### config.mk
export PLATFORM = sky130hd
export DESIGN_NAME = lagged_additive_random_generator_top
export DESIGN_NICKNAME = d
export VERILOG_FILES = /design/src/rtl/core/lagr_pkg.sv /design/src/rtl/core/lagr_ram.sv /design/src/rtl/core/lagr_mod.sv /design/src/rtl/core/lagged_additive_random_generator_top.sv
export VERILOG_INCLUDE_DIRS = /design/src /design/src/rtl/core
export SDC_FILE = /design/constraint.sdc
export NUM_CORES = 2
export LEC_CHECK = 0
export ABC_AREA = 1
export BUFFER_PORTS_ARGS = -buffer_cell sky130_fd_sc_hd__buf_2
export CAP_MARGIN = 20
export CORE_ASPECT_RATIO = 0.6
export CORE_MARGIN = 8
export CORE_UTILIZATION = 45
export CTS_CLUSTER_DIAMETER = 40
export DETAILED_ROUTE_END_ITERATION = 8
export PLACE_DENSITY = 0.64
export SYNTH_ARGS = -nofsm -noshare
export SYNTH_HDL_FRONTEND = slang
export SYNTH_SLANG_ARGS = --single-unit
### constraint.sdc
create_clock -name clock -period 7.8 [get_ports clock]
set_input_delay 1.56 -clock clock [delete_from_list [all_inputs] [get_ports clock]]
set_output_delay 1.56 -clock clock [all_outputs]
set_load 0.005 [all_outputs]
### src/rtl/core/lagged_additive_random_generator_top_defines.svh
// assertion helpers shared by the rtl files
`ifndef LAGGED_ADDITIVE_RANDOM_GENERATOR_TOP_DEFINES_SVH
`define LAGGED_ADDITIVE_RANDOM_GENERATOR_TOP_DEFINES_SVH

// same-cycle implication
`define LAGR_ASSERT_IMP(label, clk, rst, ante, cons, msg) \
   label: assert property (@(posedge clk) disable iff (rst) (ante) |-> (cons)) \
      else $error(msg);

// next-cycle implication
`define LAGR_ASSERT_NXT(label, clk, rst, ante, cons, msg) \
   label: assert property (@(posedge clk) disable iff (rst) (ante) |=> (cons)) \
      else $error(msg);

`endif

### src/rtl/core/lagr_pkg.sv
`timescale 1ns / 1ps
package lagr_pkg;

   localparam int WORD_W      = 32;
   localparam int RING_LEN    = 17;
   localparam int RING_LAG    = 5;
   localparam int RING_ADDR_W = 5;
   localparam int MOD_STEPS   = 32;
   localparam int MOD_CNT_W   = 5;
   localparam int MAX_DICE    = 255;

   localparam logic [WORD_W-1:0] SUM_INIT        = 32'd728056387;
   localparam logic [WORD_W-1:0] SCALE_RANGE_MAX = 32'h0001_0000;

   localparam logic [2:0] OP_DRAW   = 3'd0;
   localparam logic [2:0] OP_SDRAW  = 3'd1;
   localparam logic [2:0] OP_DICE   = 3'd2;
   localparam logic [2:0] OP_RESEED = 3'd3;
   localparam logic [2:0] OP_INIT   = 3'd4;

   localparam logic [WORD_W-1:0] DEFAULT_RING [RING_LEN] = '{
      32'd1571187604, 32'd2130556662, 32'd2075648113, 32'd1384553414,
      32'd3758113950, 32'd2350400989, 32'd3768155391, 32'd1438658665,
      32'd3424562190, 32'd788898928,  32'd107012447,  32'd2497767687,
      32'd617416951,  32'd3139554167, 32'd2837196932, 32'd224669655,
      32'd4159075602
   };

   typedef struct packed {
      logic busy;
      logic done;
   } mod_status_type;

endpackage

### src/rtl/core/lagr_ram.sv
`timescale 1ns / 1ps
module lagr_ram #(
   parameter int WIDTH = lagr_pkg::WORD_W,
   parameter int DEPTH = lagr_pkg::RING_LEN
) (
   input  logic                     clock,
   input  logic                     wr_en,
   input  logic [$clog2(DEPTH)-1:0] wr_addr,
   input  logic [WIDTH-1:0]         wr_data,
   input  logic [$clog2(DEPTH)-1:0] rd_addr_a,
   input  logic [$clog2(DEPTH)-1:0] rd_addr_b,
   output logic [WIDTH-1:0]         rd_data_a,
   output logic [WIDTH-1:0]         rd_data_b
);

   logic [WIDTH-1:0] mem_ff [DEPTH];
   logic [WIDTH-1:0] rd_data_a_ff;
   logic [WIDTH-1:0] rd_data_b_ff;

   always_ff @(posedge clock) begin
      if (wr_en) begin
         mem_ff[wr_addr] <= wr_data;
      end
      rd_data_a_ff <= mem_ff[rd_addr_a];
      rd_data_b_ff <= mem_ff[rd_addr_b];
   end

   assign rd_data_a = rd_data_a_ff;
   assign rd_data_b = rd_data_b_ff;

endmodule

### src/rtl/core/lagr_mod.sv
`timescale 1ns / 1ps
`include "lagged_additive_random_generator_top_defines.svh"
module lagr_mod (
   input  logic                    clock,
   input  logic                    reset,
   input  logic                    start,
   input  logic [31:0]             dividend,
   input  logic [31:0]             divisor,
   output lagr_pkg::mod_status_type status,
   output logic [31:0]             remainder
);
   import lagr_pkg::*;

   logic                 busy_ff, busy_in;
   logic                 done_ff, done_in;
   logic [MOD_CNT_W-1:0] cnt_ff, cnt_in;
   logic [WORD_W-1:0]    rem_ff, rem_in;
   logic [WORD_W-1:0]    dvd_ff, dvd_in;
   logic [WORD_W-1:0]    div_ff, div_in;
   logic [WORD_W:0]      shifted;
   logic [WORD_W:0]      diff;

   // one restoring step per cycle
   assign shifted = {rem_ff, dvd_ff[WORD_W-1]};
   assign diff    = shifted - {1'b0, div_ff};

   always_comb begin
      busy_in = busy_ff;
      done_in = 1'b0;
      cnt_in  = cnt_ff;
      rem_in  = rem_ff;
      dvd_in  = dvd_ff;
      div_in  = div_ff;
      if (busy_ff) begin
         rem_in = diff[WORD_W] ? shifted[WORD_W-1:0] : diff[WORD_W-1:0];
         dvd_in = {dvd_ff[WORD_W-2:0], 1'b0};
         cnt_in = cnt_ff + 1'b1;
         if (cnt_ff == MOD_CNT_W'(MOD_STEPS - 1)) begin
            busy_in = 1'b0;
            done_in = 1'b1;
         end
      end else if (start) begin
         busy_in = 1'b1;
         cnt_in  = '0;
         rem_in  = '0;
         dvd_in  = dividend;
         div_in  = divisor;
      end
   end

   always_ff @(posedge clock) begin
      if (reset) begin
         busy_ff <= 1'b0;
         done_ff <= 1'b0;
      end else begin
         busy_ff <= busy_in;
         done_ff <= done_in;
      end
      cnt_ff <= cnt_in;
      rem_ff <= rem_in;
      dvd_ff <= dvd_in;
      div_ff <= div_in;
   end

   assign status.busy = busy_ff;
   assign status.done = done_ff;
   assign remainder   = rem_ff;

   `LAGR_ASSERT_IMP(a_mod_start_idle, clock, reset, start, !busy_ff, "mod started while busy")
   `LAGR_ASSERT_NXT(a_mod_done_pulse, clock, reset, done_ff, !done_ff, "mod done held")
   `LAGR_ASSERT_IMP(a_mod_busy_done, clock, reset, busy_ff, !done_ff, "mod busy and done")

endmodule

### src/rtl/core/lagged_additive_random_generator_top.sv
// additive lagged fibonacci generator (lags 17 and 5) with a running 32-bit sum.
// one request item gives one response item. the block takes one item at a time:
// req_stall stays high from acceptance until the result is loaded into the
// response register, which then holds it while the next item is accepted.
// every draw reads two ring words from a 17-entry ram (registered read), so a
// raw draw goes through a read step and then an add step; a reseed discards
// 1 to 32 draws. every draw other than a reseed then passes a reduce step:
// range 0 passes the raw sum, ranges up to 0x10000 use a 16 by 17 multiply in
// that step, and larger ranges go through the remainder unit at one bit per
// cycle. a dice roll repeats the read, add, reduce and sum steps once per die,
// stopping early if the total saturates. reset and the default-init op restore
// the default ring at once through per-entry valid bits, with no clearing pass.
`timescale 1ns / 1ps
`include "lagged_additive_random_generator_top_defines.svh"
module lagged_additive_random_generator_top (
   input  logic        clock,
   input  logic        reset,
   input  logic        req_valid,
   output logic        req_stall,
   input  logic [2:0]  req_op,
   input  logic [31:0] req_range_limit,
   input  logic [31:0] req_seed_value,
   input  logic [7:0]  req_dice_count,
   output logic        rsp_valid,
   input  logic        rsp_stall,
   output logic [31:0] rsp_value
);
   import lagr_pkg::*;

   typedef enum logic [2:0] {
      ST_IDLE,
      ST_READ,
      ST_ADD,
      ST_REDUCE,
      ST_MODW,
      ST_POST,
      ST_OUT
   } state_type;

   // sequencer and architectural state
   state_type             state_ff, state_in;
   logic [2:0]            op_ff, op_in;
   logic [WORD_W-1:0]     range_ff, range_in;    // range used for reduction
   logic [WORD_W-1:0]     offset_ff, offset_in;  // subtracted by signed draw
   logic [7:0]            count_ff, count_in;    // dice left
   logic [5:0]            draws_ff, draws_in;    // reseed draws left
   logic [WORD_W-1:0]     acc_ff, acc_in;        // dice running total
   logic [WORD_W-1:0]     raw_ff, raw_in;
   logic [WORD_W-1:0]     red_ff, red_in;
   logic [WORD_W-1:0]     res_ff, res_in;
   logic [RING_ADDR_W-1:0] pos_ff, pos_in;
   logic [WORD_W-1:0]     sum_ff, sum_in;
   logic [RING_LEN-1:0]   valid_ff, valid_in;    // ring word written since default load
   logic                  rsp_valid_ff, rsp_valid_in;
   logic [WORD_W-1:0]     rsp_value_ff, rsp_value_in;

   // ring access
   logic [RING_ADDR_W-1:0] p_eff;
   logic [RING_ADDR_W-1:0] q_raw;
   logic [RING_ADDR_W-1:0] q_eff;
   logic [WORD_W-1:0]      ram_rd_a;
   logic [WORD_W-1:0]      ram_rd_b;
   logic [WORD_W-1:0]      word_a;
   logic [WORD_W-1:0]      word_b;
   logic [WORD_W-1:0]      ring_sum;
   logic [WORD_W-1:0]      next_sum;
   logic                   ram_we;

   // reduction and dice
   logic [32:0]            scale_prod;
   logic [WORD_W:0]        dice_sum;
   logic [7:0]             count_clamp;

   lagr_pkg::mod_status_type mod_sts;
   logic                     mod_start;
   logic [WORD_W-1:0]        mod_rem;

   // a position past the ring end is treated as 0
   assign p_eff = (pos_ff > RING_ADDR_W'(RING_LEN - 1)) ? '0 : pos_ff;
   assign q_raw = p_eff + RING_ADDR_W'(RING_LAG);
   assign q_eff = (q_raw >= RING_ADDR_W'(RING_LEN)) ? q_raw - RING_ADDR_W'(RING_LEN) : q_raw;

   // words never written since the last default load read as the default table
   assign word_a   = valid_ff[p_eff] ? ram_rd_a : DEFAULT_RING[p_eff];
   assign word_b   = valid_ff[q_eff] ? ram_rd_b : DEFAULT_RING[q_eff];
   assign ring_sum = word_a + word_b;
   assign next_sum = sum_ff + ring_sum;
   assign ram_we   = (state_ff == ST_ADD);

   // small ranges: low half of the draw scaled by the range
   assign scale_prod = {17'b0, raw_ff[15:0]} * {16'b0, range_ff[16:0]};

   assign dice_sum = {1'b0, red_ff} + {1'b0, acc_ff};

   assign count_clamp = ({24'b0, req_dice_count} > 32'(MAX_DICE)) ?
                        8'(MAX_DICE) : req_dice_count;

   lagr_ram #(
      .WIDTH (WORD_W),
      .DEPTH (RING_LEN)
   ) u_ring (
      .clock     (clock),
      .wr_en     (ram_we),
      .wr_addr   (p_eff),
      .wr_data   (ring_sum),
      .rd_addr_a (p_eff),
      .rd_addr_b (q_eff),
      .rd_data_a (ram_rd_a),
      .rd_data_b (ram_rd_b)
   );

   lagr_mod u_mod (
      .clock     (clock),
      .reset     (reset),
      .start     (mod_start),
      .dividend  (raw_ff),
      .divisor   (range_ff),
      .status    (mod_sts),
      .remainder (mod_rem)
   );

   always_comb begin
      state_in     = state_ff;
      op_in        = op_ff;
      range_in     = range_ff;
      offset_in    = offset_ff;
      count_in     = count_ff;
      draws_in     = draws_ff;
      acc_in       = acc_ff;
      raw_in       = raw_ff;
      red_in       = red_ff;
      res_in       = res_ff;
      pos_in       = pos_ff;
      sum_in       = sum_ff;
      valid_in     = valid_ff;
      rsp_valid_in = rsp_valid_ff && rsp_stall;
      rsp_value_in = rsp_value_ff;
      mod_start    = 1'b0;

      unique case (state_ff)
         ST_IDLE: begin
            if (req_valid) begin
               op_in     = req_op;
               range_in  = req_range_limit;
               offset_in = '0;
               unique case (req_op)
                  OP_DRAW: begin
                     state_in = ST_READ;
                  end
                  OP_SDRAW: begin
                     range_in  = {req_range_limit[WORD_W-2:0], 1'b0};
                     offset_in = req_range_limit;
                     state_in  = ST_READ;
                  end
                  OP_DICE: begin
                     count_in = count_clamp;
                     acc_in   = {24'b0, count_clamp};
                     if ((count_clamp == '0) || (req_range_limit == '0)) begin
                        res_in   = '0;
                        state_in = ST_OUT;
                     end else begin
                        state_in = ST_READ;
                     end
                  end
                  OP_RESEED: begin
                     valid_in = '0;
                     sum_in   = '0 - req_seed_value;
                     pos_in   = {1'b0, req_seed_value[3:0]};
                     draws_in = {1'b0, req_seed_value[12:8]} + 6'd1;
                     state_in = ST_READ;
                  end
                  OP_INIT: begin
                     valid_in = '0;
                     sum_in   = SUM_INIT;
                     pos_in   = '0;
                     res_in   = '0;
                     state_in = ST_OUT;
                  end
                  default: begin
                     res_in   = '0;
                     state_in = ST_OUT;
                  end
               endcase
            end
         end
         // ram read in flight
         ST_READ: begin
            state_in = ST_ADD;
         end
         // lagged add, write back, step the position
         ST_ADD: begin
            valid_in[p_eff] = 1'b1;
            sum_in          = next_sum;
            raw_in          = next_sum;
            pos_in          = (p_eff == '0) ? RING_ADDR_W'(RING_LEN - 1) : p_eff - 1'b1;
            if (op_ff == OP_RESEED) begin
               draws_in = draws_ff - 1'b1;
               if (draws_ff == 6'd1) begin
                  res_in   = '0;
                  state_in = ST_OUT;
               end else begin
                  state_in = ST_READ;
               end
            end else begin
               state_in = ST_REDUCE;
            end
         end
         ST_REDUCE: begin
            if (range_ff == '0) begin
               red_in   = raw_ff;
               state_in = ST_POST;
            end else if (range_ff > SCALE_RANGE_MAX) begin
               mod_start = 1'b1;
               state_in  = ST_MODW;
            end else begin
               red_in   = {15'b0, scale_prod[32:16]};
               state_in = ST_POST;
            end
         end
         ST_MODW: begin
            if (mod_sts.done) begin
               red_in   = mod_rem;
               state_in = ST_POST;
            end
         end
         ST_POST: begin
            if (op_ff == OP_DICE) begin
               if (dice_sum[WORD_W]) begin
                  // saturate and skip the remaining dice
                  res_in   = '1;
                  state_in = ST_OUT;
               end else begin
                  acc_in   = dice_sum[WORD_W-1:0];
                  count_in = count_ff - 1'b1;
                  if (count_ff == 8'd1) begin
                     res_in   = dice_sum[WORD_W-1:0];
                     state_in = ST_OUT;
                  end else begin
                     state_in = ST_READ;
                  end
               end
            end else begin
               res_in   = red_ff - offset_ff;
               state_in = ST_OUT;
            end
         end
         // wait for the response register to free up
         ST_OUT: begin
            if (!rsp_valid_ff || !rsp_stall) begin
               rsp_valid_in = 1'b1;
               rsp_value_in = res_ff;
               state_in     = ST_IDLE;
            end
         end
         default: begin
            state_in = ST_IDLE;
         end
      endcase
   end

   always_ff @(posedge clock) begin
      if (reset) begin
         state_ff     <= ST_IDLE;
         rsp_valid_ff <= 1'b0;
         pos_ff       <= '0;
         sum_ff       <= SUM_INIT;
         valid_ff     <= '0;
      end else begin
         state_ff     <= state_in;
         rsp_valid_ff <= rsp_valid_in;
         pos_ff       <= pos_in;
         sum_ff       <= sum_in;
         valid_ff     <= valid_in;
      end
      op_ff        <= op_in;
      range_ff     <= range_in;
      offset_ff    <= offset_in;
      count_ff     <= count_in;
      draws_ff     <= draws_in;
      acc_ff       <= acc_in;
      raw_ff       <= raw_in;
      red_ff       <= red_in;
      res_ff       <= res_in;
      rsp_value_ff <= rsp_value_in;
   end

   assign req_stall = (state_ff != ST_IDLE);
   assign rsp_valid = rsp_valid_ff;
   assign rsp_value = rsp_value_ff;

   `LAGR_ASSERT_IMP(a_pos_range, clock, reset, 1'b1,
      pos_ff <= RING_ADDR_W'(RING_LEN - 1), "ring position out of range")
   `LAGR_ASSERT_NXT(a_pos_step, clock, reset, state_ff == ST_ADD,
      pos_ff == (($past(p_eff) == '0) ? RING_ADDR_W'(RING_LEN - 1) : $past(p_eff) - 1'b1),
      "ring position did not step down")
   `LAGR_ASSERT_IMP(a_mod_wait, clock, reset, state_ff == ST_MODW,
      mod_sts.busy || mod_sts.done, "waiting on idle remainder unit")
   `LAGR_ASSERT_IMP(a_dice_left, clock, reset, (state_ff == ST_POST) && (op_ff == OP_DICE),
      count_ff != '0, "dice roll with no dice left")

endmodule
# --- Word-level counts from Yosys, hierarchy flattened ---
# Memories as Yosys holds them, arrays and structs flattened. A register that Yosys moved wholly into a read port is not among the register bits.
# Cells that the tools add are included.
op_classes:
  bitwise_logic: 4
  order_cmp: 8
  mux: 83
  addsub: 13
  reduce_logical: 31
  n_mul: 1
  n_eq_ne: 30
op_table:
  columns: ["operator", "n"]
  rows:
  - ["two-way mux 32 bit", 27]
  - ["case mux 32 bit (2 select lines)", 5]
  - ["case mux 32 bit (3 select lines)", 1]
  - ["adder 32 bit", 2]
  - ["zero test 32 bit", 2]
  - ["two-way mux 17 bit", 2]
  - ["case mux 17 bit (2 select lines)", 1]
  - ["adder 32 x 32 -> 33 bit", 1]
  - ["multiplier 16 x 17 -> 33 bit", 1]
  - ["subtractor 33 x 32 -> 33 bit", 1]
  - ["greater-than comparator 32 x 17 -> 1 bit, second input constant", 1]
  - ["two-way mux 8 bit", 4]
  - ["subtractor 1 x 32 -> 32 bit, first input constant", 1]
  - ["subtractor 32 bit", 1]
  - ["two-way mux 5 bit", 6]
  - ["two-way mux 3 bit", 9]
  - ["case mux 3 bit (7 select lines)", 1]
  - ["case mux 5 bit (2 select lines)", 2]
  - ["== test 3 x 2 -> 1 bit, second input constant", 6]
  - ["two-way mux 6 bit", 3]
  - ["OR 17 bit", 1]
  - ["two-way mux 1 bit", 16]
  - ["case mux 8 bit (2 select lines)", 1]
  - ["== test 3 bit, second input constant", 4]
  - ["other kinds (42)", 71]
word_totals:
  romBits: 2048
  mem_count: 3
  ram_bits: 544
  reg_bits: 402
  elab_cells: 196
  inputBits: 79
mem_list:
  columns: ["name", "depth", "word_bits", "read_ports", "rd_ports_with_merged_regs", "write_ports", "line", "rtl"]
  rows:
  - ["(no name shown)", 32, 32, 1, 0, 0, "lagged_additive_random_generator_top.sv:85", "assign word_b = valid_ff[q_eff] ? ram_rd_b : DEFAULT_RING[q_eff];"]
  - ["(no name shown)", 32, 32, 1, 0, 0, "lagged_additive_random_generator_top.sv:84", "assign word_a = valid_ff[p_eff] ? ram_rd_a : DEFAULT_RING[p_eff];"]
  - ["u_ring.mem_ff", 17, 32, 2, 2, 1, "lagr_ram.sv:16", "logic [WIDTH-1:0] mem_ff [DEPTH];"]

# --- Depth between registers and ports, before layout ---
logic_depth:
  depth_word: 13
  ltp_mapped: 55

# --- By module ---
# Synthesis repeated with hierarchy kept, for this count alone.
hier_totals:
  hier_cells: 7996
  hier_area_um2: 66316.1
by_module_without_submodules:
  columns: ["mod", "area_per_inst_um2", "instances", "cells_per_inst"]
  rows:
  - ["lagged_additive_random_generator_top", 30503.0, 1, 3922]
  - ["lagr_ram", 28962.8, 1, 3176]
  - ["lagr_mod", 6850.3, 1, 898]

# --- Least setup slack after synthesis ---
# No wires, ideal clock.
synth_timing:
  kind: "register to register"
  startpoint: "reg pos_ff[4]"
  endpoint: "reg raw_ff[31], data pin"
  path_stages_with_launch: 54
  setup_time_ps: 255
  t_arrival_ps: 8197
  t_required_ps: 7545
  period_less_slack_ps: 8452
  slack_ps: -652
  path_buffers: 5
  cell_sequence: "dfxtp_1 inv_2 nand2_1 buf_2 inv_1 clkbuf_1 ha_1 inv_1 ha_1 nor2_1 nand2_1 nor2_1 nand2_2 nand2_4 o21ai_4 buf_4 buf_2 buf_4 [... 18 more ...] a21boi_1 inv_1 a21oi_1 o21ai_1 nand2_1 a22oi_1 xor2_1 ha_1 nand2_1 nand2_1 a31oi_1 nor2_1 a211oi_1 o311ai_0 xor2_1 inv_1 nand3_1 and2_1"
synth_via:
  elab_chain_len: 12
  word_cells_on_any_way: 22
  cone_classes: "4 x add/sub; 2 x order compare; 12 x mux; 2 x bitwise; 2 x memory"
synth_lines:
  columns: ["item", "line", "rtl"]
  rows:
  - ["from (decl)", "lagged_additive_random_generator_top.sv:51", "logic [RING_ADDR_W-1:0] pos_ff, pos_in;"]
  - ["from (signal assigned)", "lagged_additive_random_generator_top.sv:271", "pos_ff <= pos_in;"]
  - ["greater-than comparator 5 bit", "lagged_additive_random_generator_top.sv:79", "assign p_eff = (pos_ff > RING_ADDR_W'(RING_LEN - 1)) ? '0 : pos_ff;"]
  - ["two-way mux 5 bit (*)", "lagged_additive_random_generator_top.sv:79", null]
  - ["adder 5 x 3 -> 5 bit", "lagged_additive_random_generator_top.sv:80", "assign q_raw = p_eff + RING_ADDR_W'(RING_LAG);"]
  - ["subtractor 5 bit or greater-or-equal comparator 5 bit (tied branches)", "lagged_additive_random_generator_top.sv:81", "assign q_eff = (q_raw >= RING_ADDR_W'(RING_LEN)) ? q_raw - RING_ADDR_W'(RING_LEN) : q_raw;"]
  - ["two-way mux 5 bit", "lagged_additive_random_generator_top.sv:81", null]
  - ["inverter 5 -> 6 bit (not written as such)", "lagged_additive_random_generator_top.sv:85", null]
  - ["memory (32 x 32 bit)", null, null]
  - ["two-way mux 32 bit (not written as such) (2 in a row)", "lagged_additive_random_generator_top.sv:85", null]
  - ["two-way mux 32 bit", "lagged_additive_random_generator_top.sv:85", null]
  - ["adder 32 bit (*)", "lagged_additive_random_generator_top.sv:86", "assign ring_sum = word_a + word_b;"]
  - ["named net ring_sum[24]", "lagged_additive_random_generator_top.sv:65", "logic [WORD_W-1:0] ring_sum;"]
  - ["adder 32 bit (*)", "lagged_additive_random_generator_top.sv:87", "assign next_sum = sum_ff + ring_sum;"]
  - ["named net next_sum[31]", "lagged_additive_random_generator_top.sv:66", "logic [WORD_W-1:0] next_sum;"]
  - ["to (signal assigned)", "lagged_additive_random_generator_top.sv:281", "raw_ff <= raw_in;"]
  - ["to (decl)", "lagged_additive_random_generator_top.sv:48", "logic [WORD_W-1:0] raw_ff, raw_in;"]
# Mark *: on every way through the listed nets, which the timed path passes. The rest lies on a longest branch. The select of a mux whose other input is x is not followed.
# A chain may end at the register's enable or synchronous reset.

# --- Final worst setup path ---
layout_timing:
  startpoint: "reg pos_ff[4]"
  endpoint: "reg raw_ff[29], data pin"
# Same word-level chain as after synthesis.

==> qor.txt <==
Reg2Reg Depth -> 39
Remaining Overflow, GRT -> 0
Max incr delay on CP -> 0.68 ns
Top cells by area, synth -> edfxtp_1 (42%), nand2_1 (6.8%), fa_1 (6.8%)
Slowest cell on crit path -> xor2_1
Status -> completed
WP data arrival -> 7.90 ns
Vias -> 54431
GRT Util Overall -> 29.6%
Sequential area share after synthesis -> 46.3%
Post-DP HPWL -> 166000 um
Initial antenna violation count -> 32
Starting DRT DRC Count -> 8382
Hold Path Cell Cnt -> 0
H-tree depth -> 3
# hold bufs at CTS -> 0
Multi-input combinational cell area -> 28500 sq um
FMAX -> 136 MHz
Router iterations before antenna repair -> 8
Average wire per standard cell -> 25.9 um
Most used cell along the critical path -> nand2_1
Root buf cell -> clkbuf_16
Vias in the first global route -> 50070
CP Capture Type -> flip-flop
TritonCTS clock tree -> yes
Area delta synth->final -> 13.0%
Mean post-synth cell area -> 9.03 sq um
Drt total wl -> 234000 um
Number of unique standard cell types used by synthesis -> 67
Largest net degree at the start of global routing -> 162
Clock slew seen by the registers of the worst setup and hold paths -> 0.07 ns
Synth Instances -> 6948
Tcrit/Tclk final -> 94.5%
Synth warn -> 0
Max cap viols -> 0
Worst skew pair latency -> 0.77 ns
Primary FF master, synth -> edfxtp_1
Core area -> 139000 sq um
Hold Vio Cnt, Final -> 0
Die Wd -> 498 um
Fin nets -> 7668
Final setup vio count -> 0
Vias per inst -> 6.02
Async set or reset register ratio after synthesis -> 0%
Post-synthesis cell area -> 62800 sq um
Worst-case clock buffer depth -> 3
Die height -> 305 um
Row count -> 106
CTS Sinks -> 1010
Fin Hold WS -> 0.419 ns
IO Pins -> 113
Final ANT Viol Nets -> 0
Number of buffers created by CTS -> 114
Tightest Pin Transition -> 1.08 ns
Starting Density -> 45.2%
Number of fill cells -> 12747
First-pass GRT wire length -> 340000 um
RSZ-0062 raised after global routing -> yes
Hold Crit Class -> flip-flop to flip-flop
Final worst path period need -> 7.37 ns
Clock Skews -> 0.0636 ns
#FFs+latches synth -> 1010
Reg area -> 29100 sq um
Slew Viols, Final -> 0
Post-Syn Nets -> 7522
Required @ worst endpoint -> 8.33 ns
Crit Path Class -> flip-flop to flip-flop
Synth top area share -> 42.3%
DRC -> 0
Layout cells sized above 1 -> 9.81%
Number of enable flip-flop cells after synthesis -> 885
Yosys top cell by area -> edfxtp_1
Crit start category -> flip-flop
Peak fanout along the critical path -> 12
RePlAce Congestion -> 1.01
Port bufs -> 112
Worst rel slew slack -> 27.1%
DIE AREA -> 152000 sq um
-- synth_stat cells (all sizes together) (2+ instances only) --
master      n
inv      1123
ha        283
buf        99
or2        19
edfxtp    885
o221ai    130
nand3b      7
o31ai      24
a21oi     629
o211ai     78
dfxtp     125
xnor2      47
fa        212
and2        6
o21bai     14
xor2       86
a22oi      34
o2111ai    13
a21o        9
clkbuf    249
nand4      45
a221oi     38
a21boi     12
a41oi      24
a31oi      63
o22ai      43
nand3     225
a31o        2
o21ai     687
nor4       27
a22o        2
nand2    1140
o21a       15
o311ai     10
nor3       53
a32oi       8
o32ai       3
nor2      441
a211oi     27
clkinv      4
-- layout by cell type, fill, tap and decap left out, types with 40 or more instances in the layout --
| master | instances |
|---|---|
| xnor2_1 | 45 |
| xor2_1 | 78 |
| nor2_1 | 420 |
| nand3_1 | 218 |
| clkbuf_16 | 115 |
| dfxtp_1 | 122 |
| buf_2 | 113 |
| nand2_1 | 1125 |
| nor3_1 | 40 |
| o221ai_1 | 130 |
| fa_1 | 212 |
| o211ai_1 | 78 |
| a21oi_1 | 623 |
| ha_1 | 279 |
| nand4_1 | 44 |
| o22ai_1 | 43 |
| buf_4 | 252 |
| inv_1 | 1106 |
| o21ai_0 | 656 |
| edfxtp_1 | 885 |
| a31oi_1 | 61 |
-- metal layers --
metal | vias to the layer above | track usage [%] | wire, um
met3 | 444 | 9.72 | 34700
met5 | - | 0 | 67
met1 | 26067 | 47.6 | 108000
li1 | 24182 | - | -
met2 | 3728 | 37.1 | 85600
met4 | 10 | 7.65 | 6020
-- repair_timing --
item                       in CTS  in global routing
setup endpoints to repair       0                 26
buffers inserted                0                  0
gates resized for setup         0                 25
-- final timing paths --
check,from,end,slack [ns]
worst max-delay path,pos_ff[4],raw_ff[29],0.43
worst min-delay path,res_ff[27],rsp_value[27],0.42
worst max register to register,pos_ff[4],raw_ff[29],0.43
worst min register to register,res_ff[27],rsp_value[27],0.42
-- worst max-delay path: cells and delay by family, from the launching register on --
kind | cells | cell delay, ns
DFF | 1 | 0.34
and+or+nand+nor | 15 | 1.75
adders and majority gates | 5 | 1.71
xor gates and xnor gates | 1 | 0.68
buffers and inverters | 7 | 0.89
AOI/OAI and AO/OA | 11 | 1.78
-- cells by family after synthesis --
logic type / after synthesis / share of synthesized area, %
AOI/OAI and AO/OA: 1869 / 17.4
and+or+nand+nor: 1966 / 12.9
xor gates and xnor gates: 133 / 1.89
DFF: 1010 / 46.3
buffers and inverters: 1475 / 9.01
adders and majority gates: 495 / 12.4
-- final cells by class --
cell class / count / area share (%)
timing repair buffer: 378 / 3.78
clock buffer: 134 / 4.24
multi-input combinational: 4463 / 40.2
sequential: 1010 / 41.0
tap: 1836 / 3.24
antenna: 18 / 0.0635
inverter: 1127 / 5.98
clock inverter: 82 / 1.56
-- through the flow --
step	instances	TNS (ns)	setup WS (ns)	area [sq um]	utilization (%)
floorplan	6948	0	0.00592	62900	-
global placement	8810	0	0.283	66600	48.0
detailed placement	8811	0	0.219	66700	48.0
CTS	9027	0	0.205	70800	51.0
global route	9040	-0.0520	-0.0520	70900	51.1
finish	9048	0	0.431	70900	51.1
-- state kept, by name, summed over array words and instances (netlist names), 6 cells and up --
signal / flops
u_mod.remainder: 32
count_ff: 8
u_mod.dvd_ff: 32
rsp_value: 32
red_ff: 32
u_ring.rd_data_a: 32
u_ring.rd_data_b: 32
sum_ff: 32
raw_ff: 32
offset_ff: 32
u_ring.mem_ff: 544
res_ff: 32
range_ff: 32
u_mod.div_ff: 32
draws_ff: 6
acc_ff: 32
valid_ff: 17
Power is left out: the tool's default activity adds up to more than one toggle a clock period on the data nets, which glitch-free logic cannot reach.
